[config.mk]
export PLATFORM = sky130hd
export DESIGN_NAME = qalu_isqrt_pipe
export DESIGN_NICKNAME = d
export VERILOG_FILES = /design/src/rtl/core/quaternion_alu_unit_assert.svh /design/src/rtl/core/qalu_isqrt_pipe.sv
export SDC_FILE = /design/constraint.sdc
export NUM_CORES = 2
export LEC_CHECK = 0
export BUFFER_PORTS_ARGS = -buffer_cell sky130_fd_sc_hd__buf_4
export CORE_ASPECT_RATIO = 0.5
export CORE_MARGIN = 5
export CORE_UTILIZATION = 55
export DETAILED_ROUTE_END_ITERATION = 8
export GPL_TIMING_DRIVEN = 0
export HOLD_SLACK_MARGIN = 0.12
export MAX_ROUTING_LAYER = met4
export PLACE_DENSITY = 0.75
export SLEW_MARGIN = 10
export SYNTH_ARGS = -nofsm -noshare
export SYNTH_HDL_FRONTEND = slang
export SYNTH_MEMORY_MAX_BITS = 65536
export SYNTH_SLANG_ARGS = --single-unit
export TNS_END_PERCENT = 20
[constraint.sdc]
create_clock -name aclk -period 11 [get_ports aclk]
set_input_delay 0.55 -clock aclk [delete_from_list [all_inputs] [get_ports aclk]]
set_output_delay 0.55 -clock aclk [all_outputs]
set_load 0.02 [all_outputs]
[src/rtl/core/quaternion_alu_unit_assert.svh]
// assertion macros shared by the quaternion unit
`ifndef QUATERNION_ALU_UNIT_ASSERT_SVH
`define QUATERNION_ALU_UNIT_ASSERT_SVH

// implication checked on the same edge, masked while in reset
`define QALU_ASSERT_IMP(label, clk, rstn, ante, cons, msg) \
    label: assert property (@(posedge clk) disable iff (!(rstn)) (ante) |-> (cons)) \
        else $error(msg);

// implication checked at the next edge, not masked by reset
`define QALU_ASSERT_NXT(label, clk, ante, cons, msg) \
    label: assert property (@(posedge clk) (ante) |=> (cons)) else $error(msg);

`endif

[src/rtl/core/qalu_isqrt_pipe.sv]
module qalu_isqrt_pipe #(
    parameter int RAD_W  = 66,
    parameter int SIDE_W = 8
) (
    input  logic                 aclk,
    input  logic                 aresetn,
    input  logic                 in_valid,
    output logic                 in_ready,
    input  logic [RAD_W-1:0]     in_rad,
    input  logic [SIDE_W-1:0]    in_side,
    output logic                 out_valid,
    input  logic                 out_ready,
    output logic [RAD_W/2-1:0]   out_root,
    output logic [SIDE_W-1:0]    out_side
);

    localparam int ROOT_W = RAD_W / 2;
    localparam int NS     = ROOT_W;
    localparam int REM_W  = ROOT_W + 2;

    logic                vld_reg  [NS];
    logic                en       [NS];
    logic [ROOT_W-1:0]   root_reg [NS];
    logic [REM_W-1:0]    rem_reg  [NS];
    logic [RAD_W-1:0]    rad_reg  [NS];
    logic [SIDE_W-1:0]   side_reg [NS];

    // one result bit per stage, two radicand bits consumed per stage
    for (genvar k = 0; k < NS; k++) begin : g_stage
        logic [ROOT_W-1:0] root_in;
        logic [REM_W-1:0]  rem_in;
        logic [RAD_W-1:0]  rad_in;
        logic [SIDE_W-1:0] side_in;
        logic              valid_in;
        logic              en_down;
        logic [REM_W+1:0]  cur;
        logic [REM_W+1:0]  test;
        logic [REM_W+1:0]  diff;
        logic              ge;
        logic [ROOT_W-1:0] root_next;
        logic [REM_W-1:0]  rem_next;
        logic [RAD_W-1:0]  rad_next;

        if (k == 0) begin : g_first
            assign root_in  = '0;
            assign rem_in   = '0;
            assign rad_in   = in_rad;
            assign side_in  = in_side;
            assign valid_in = in_valid;
        end else begin : g_follow
            assign root_in  = root_reg[k-1];
            assign rem_in   = rem_reg[k-1];
            assign rad_in   = rad_reg[k-1];
            assign side_in  = side_reg[k-1];
            assign valid_in = vld_reg[k-1];
        end

        if (k == NS - 1) begin : g_last
            assign en_down = out_ready;
        end else begin : g_mid
            assign en_down = en[k+1];
        end

        assign en[k]     = ~vld_reg[k] | en_down;
        assign cur       = {rem_in, rad_in[RAD_W-1 -: 2]};
        assign test      = {2'b00, root_in, 2'b01};
        assign ge        = (cur >= test);
        assign diff      = cur - test;
        assign root_next = {root_in[ROOT_W-2:0], ge};
        assign rem_next  = ge ? diff[REM_W-1:0] : cur[REM_W-1:0];
        assign rad_next  = {rad_in[RAD_W-3:0], 2'b00};

        always_ff @(posedge aclk) begin
            if (!aresetn) begin
                vld_reg[k] <= 1'b0;
            end else if (en[k]) begin
                vld_reg[k] <= valid_in;
            end
        end

        always_ff @(posedge aclk) begin
            if (en[k]) begin
                root_reg[k] <= root_next;
                rem_reg[k]  <= rem_next;
                rad_reg[k]  <= rad_next;
                side_reg[k] <= side_in;
            end
        end
    end

    assign in_ready  = en[0];
    assign out_valid = vld_reg[NS-1];
    assign out_root  = root_reg[NS-1];
    assign out_side  = side_reg[NS-1];

endmodule

* Word level (Yosys, flattened, before mapping)
Memories as Yosys holds them, arrays and structs flattened. Cells that the tools add are included.
Operators by class: $lt $le $gt $ge 33, bitwise operators 99, add/sub/neg operators 33, multiplexer cells 199
Operators by type and width (number):
- >= comparator 37 x 35 -> 1 bit | 32
- 2-to-1 mux 35 bit | 33
- subtractor 35 bit | 32
- 2-to-1 mux 1 bit | 166
- bitwise OR 1 bit | 66
- NOT 1 bit | 33
- subtractor 2 x 1 -> 3 bit, second input constant | 1
- >= comparator 2 x 1 -> 1 bit, second input constant | 1
Word-level totals: output and inout bits 43, word-level logic and storage cells 369, bits in writable memories 4653, memories 5, register bits 0
Memories:
- rad_reg | depth 33, width 64, rd ports 32, clocked after memory_dff 0, wr ports 33, line qalu_isqrt_pipe.sv:25 | logic [RAD_W-1:0] rad_reg [NS];
- rem_reg | depth 33, width 35, rd ports 32, clocked after memory_dff 0, wr ports 33, line qalu_isqrt_pipe.sv:24 | logic [REM_W-1:0] rem_reg [NS];
- root_reg | depth 33, width 33, rd ports 33, clocked after memory_dff 0, wr ports 33, line qalu_isqrt_pipe.sv:23 | logic [ROOT_W-1:0] root_reg [NS];
- side_reg | depth 33, width 8, rd ports 33, clocked after memory_dff 0, wr ports 33, line qalu_isqrt_pipe.sv:26 | logic [SIDE_W-1:0] side_reg [NS];
- vld_reg | depth 33, width 1, rd ports 33, clocked after memory_dff 0, wr ports 33, line qalu_isqrt_pipe.sv:21 | logic vld_reg [NS];

* Logic depth before layout (Yosys ltp)
An unclocked memory read counts as a cell.
depth in word-level cells 39, gate-level depth with buffers 15

* Least setup slack after synthesis
No wires, ideal clock.
kind input -> register, start point in out_ready, end point mem vld_reg[9] (data pin), stages 11, path slack 1.120 ns, setup time 0.278 ns, data arrival time 9.602 ns, cell sequence nor2b_1 > and2_1 > inv_1 > nor2_1 > and2_1 > inv_1 > nor4b_1 > inv_1 > nor4_1 > nand3_1 > and3_1
RTL lines:
- start, declared | line qalu_isqrt_pipe.sv:12 | input logic out_ready,
- end, declared | line qalu_isqrt_pipe.sv:21

* Worst setup path after layout
start point in out_ready, end point out in_ready
On the way: cells in the longest elaborated chain, start to end 33
RTL lines:
- bitwise OR 1 bit (2 in series) | line qalu_isqrt_pipe.sv:64 | assign en[k] = ~vld_reg[k] | en_down;
- via g_stage[30].en_down | line qalu_isqrt_pipe.sv:35 | logic en_down;
- bitwise OR 1 bit (4 in series) | line qalu_isqrt_pipe.sv:64
- via g_stage[26].en_down | line qalu_isqrt_pipe.sv:35
- bitwise OR 1 bit (27 in series) | line qalu_isqrt_pipe.sv:64
- end, declared | line qalu_isqrt_pipe.sv:8 | output logic in_ready,
The timed path passes the listed nets, and every way through them passes these cells.

==> run metrics <==
number of synthesized register bits 2981; CP max FO 53; setup slack of the worst register-to-register path 5.84 ns; met3 wire len 9226 um; number of top-level pins 121; class of the worst hold path reg -> reg; worst hold path endpoint rad_reg[0][729]; via count of the first global-routing pass 79820; number of input and output port buffers inserted 120; clock slew at reported path FFs around 0.07 ns; Residual DRC 0; unique cell type count in the Yosys netlist 91; Fmax ~0.16 GHz; routed vias/inst 5.526; WP data required approximately 10 ns; Largest stage delay, worst path 0.68 ns; setup repair after global routing missed its margin false; crit path time final 6.110 ns; critical path class in -> out; total wirelength of the detailed-routed design 263600 um; overall track demand over capacity in global routing 0.2124; Nets roughly 11000; most common cell after layout, fill and taps aside edfxtp_1; leading register cell type out of synthesis edfxtp_1; cell with the largest stage delay on the worst path nor4b_2; post-CTS repair timing setup buffer count 0; relative area change from synthesis to final layout 11.47%; maximum number of pins on one net before global-route repair between 80 and 90; leakage power figure 60.04 nW; height of the chip approximately 360 um; Final Skew around 0.063 ns; number of placed instances, taps included 13500; share of synthesized area occupied by flip-flops and latches 0.6676; startpoint type of the worst setup path primary input; Slew headroom 0.1217; reg2reg start vld_reg[32]; total vias in the final route 77650; Worst Tran Pin Value 1.300 ns; share of the cycle needed by the critical path after routing 0.5555; max reg flops 1067; TritonCTS Sinks 2981; cell count after synthesis 10090; Max Cap Viol 0; top-area cell type share of the netlist area 0.6675; gp weighted congestion 0.9505; wire length of the first global-routing pass 417100 um; Critical Path End Type output port; overall die area 254300 um^2; highest metal layer with signal wires met4; initial standard-cell utilization of the core 0.5518; Post-synth ARST share 0; number of max-slew violations in the final report 0; final hold violations 0; arrival time at the worst endpoint approximately 5.6 ns; gate family responsible for the most delay along the worst path simple AND/OR/NAND/NOR gates; commonest cells after routing, fill and taps aside edfxtp_1, inv_1, nand2_1; number of enable flip-flop cells after synthesis ~3000; biggest area contributors in the synthesized netlist edfxtp_1, ha_1, xor2_1, xnor2_1, o21ai_0; HP Start rad_reg[0][663]; Post-Layout Cell Count 14050; number of antenna violations at the first check in global routing 7; drt wl/cell 18.75 um; clock buffer count from CTS 270; Site Rows 128; outcome completed; DIE WIDTH 708.2 um; syn nets 10760; post-route ant nets 0; number of warnings reported in the yosys synthesis log 0; number of search-and-repair iterations in the first detailed-routing pass 7; Synth Cell Area ~130000 um^2; power per unit of standard cell area 191.3 nW/um^2; HPWL reported at the end of detailed placement 195400 um; biggest area consumer among synthesized cells edfxtp_1; gr ovfl total 0; met2 WL approximately 140000 um; area of the placeable core 243000 um^2; depth of the most critical reg-to-reg path 12; H-tree Lvls 5; Cell Chain, Critical Path dlygate4sd3_1 -> buf_4 -> nor2b_1 -> and2_1 -> inv_4 -> nor2_1 -> and2_1 -> inv_4 -> nor4b_2 -> buf_2 -> and3_1 -> and3_1 -> nand3_4 -> buf_16 -> buf_4; worst voltage drop across the vdd grid 0.2301 mV; mean area per synthesized cell 13.29 um^2; source-to-sink clock delay at the later pin of the worst-skew pair 0.87 ns; CTS tree yes; worst hold path depth 0; final core utilization 0.6151; met1 WL 99130 um; final number of setup-violating endpoints 0; Buffers & Inverters on Critical Path 7; share of cells above drive strength 1 0.06417; iteration-0 DRC count of the detailed router 4628; Reg2Reg Capture Point rad_reg[0][603]; buffers from clock root to sink, at most 4; CTS Root Buffer Type clkbuf_16
==> final cells by class <==
cell class / count / area, um^2
fill: 18010 / 93510
sequential: 2981 / 89510
multi-input combinational: 6143 / 41080
clock buffer: 324 / 7129
tap: 3250 / 4066
inverter: 792 / 3010
timing repair buffer: 238 / 2631
clock inverter: 151 / 1318
buffer: 171 / 688.2
antenna: 3 / 7.507
==> routing by layer <==
layer,track usage,vias to the layer above
li1,-,38420
met1,0.2233,36880
met2,0.3865,1614
met3,0.02794,736
met4,0.1145,0
met5,-,-
==> cell usage after synthesis (66+ instances only) <==
cell type  instances
nand4_1           83
nand3_1          163
edfxtp_1        2980
a21oi_1          528
nand2_1          757
ha_1             596
nand2b_1         116
o21a_1           106
or3_1            130
xnor2_1          400
clkbuf_1         151
inv_1            784
a21o_1           185
xor2_1           477
nor2_1           595
nor4_1           131
and3_1            77
nor3_1           278
or4_1             86
nor2b_1           66
o21ai_0          590
o31ai_1           73
==> kinds of logic (layout without fill, tap and decap cells) <==
kind of cell / count (synthesis) / in the layout / synth area share
buffers and inverters: 963 / 1676 / 0.02731
xor gates and xnor gates: 877 / 877 / 0.05729
AOI/OAI and AO/OA: 1915 / 1915 / 0.08780
DFF: 2981 / 2981 / 0.6676
muxes: 58 / 58 / 0.004704
other: 1 / 4 / 0.00002797
and+or+nand+nor: 2696 / 2696 / 0.09962
adders and majority gates: 596 / 596 / 0.05562
==> where the power goes <==
group / switching (mW) / total, mW / internal, mW
clock network: 4.02 / 9.17 / 5.15
logic: 2.11 / 3.80 / 1.69
registers: 1.14 / 15.6 / 14.5
==> metrics by stage <==
| step | power, mW | hold WS (ns) | TNS, ns | cell area, um^2 | setup slack (ns) |
|---|---|---|---|---|---|
| 3_5_place_dp | 19.58 | 0.4045 | 0 | 140200 | 5.112 |
| 6_report | 28.58 | 0.3955 | 0 | 149400 | 4.890 |
| 2_1_floorplan | 18.36 | 0.4003 | 0 | 134100 | 1.120 |
| 3_3_place_gp | 19.44 | 0.4007 | -2023.26 | 139000 | -3.662 |
| 4_1_cts | 28.81 | 0.3166 | 0 | 149400 | 4.826 |
| 5_1_grt | 29.99 | 0.3553 | 0 | 149400 | 4.603 |
==> worst register-to-register path: cells and delay by family (launching register included) <==
kind | cells | cell delay [ns]
buffers and inverters | 5 | 1.33
flip-flops | 1 | 0.32
AND/OR/NAND/NOR | 7 | 3.19
==> what timing repair did <==
item / in CTS / in global routing
endpoints found under the hold margin: 79 / 0
hold buffers: 78 / 0
resized for setup: 0 / 0
==> worst max-delay path by stage <==
stage | startpoint | to | slack [ns] | cells after the start
after detailed placement | out_ready | side_reg[0][73] | 5.11 | 13
after global placement | out_ready | vld_reg[9] | -3.66 | 12
after CTS | vld_reg[32] | in_ready | 4.83 | 13
after global routing | vld_reg[32] | in_ready | 4.60 | 13
after floorplan | out_ready | vld_reg[9] | 1.12 | 11
final | out_ready | in_ready | 4.89 | 15
Power figures use the tool's default switching activity.
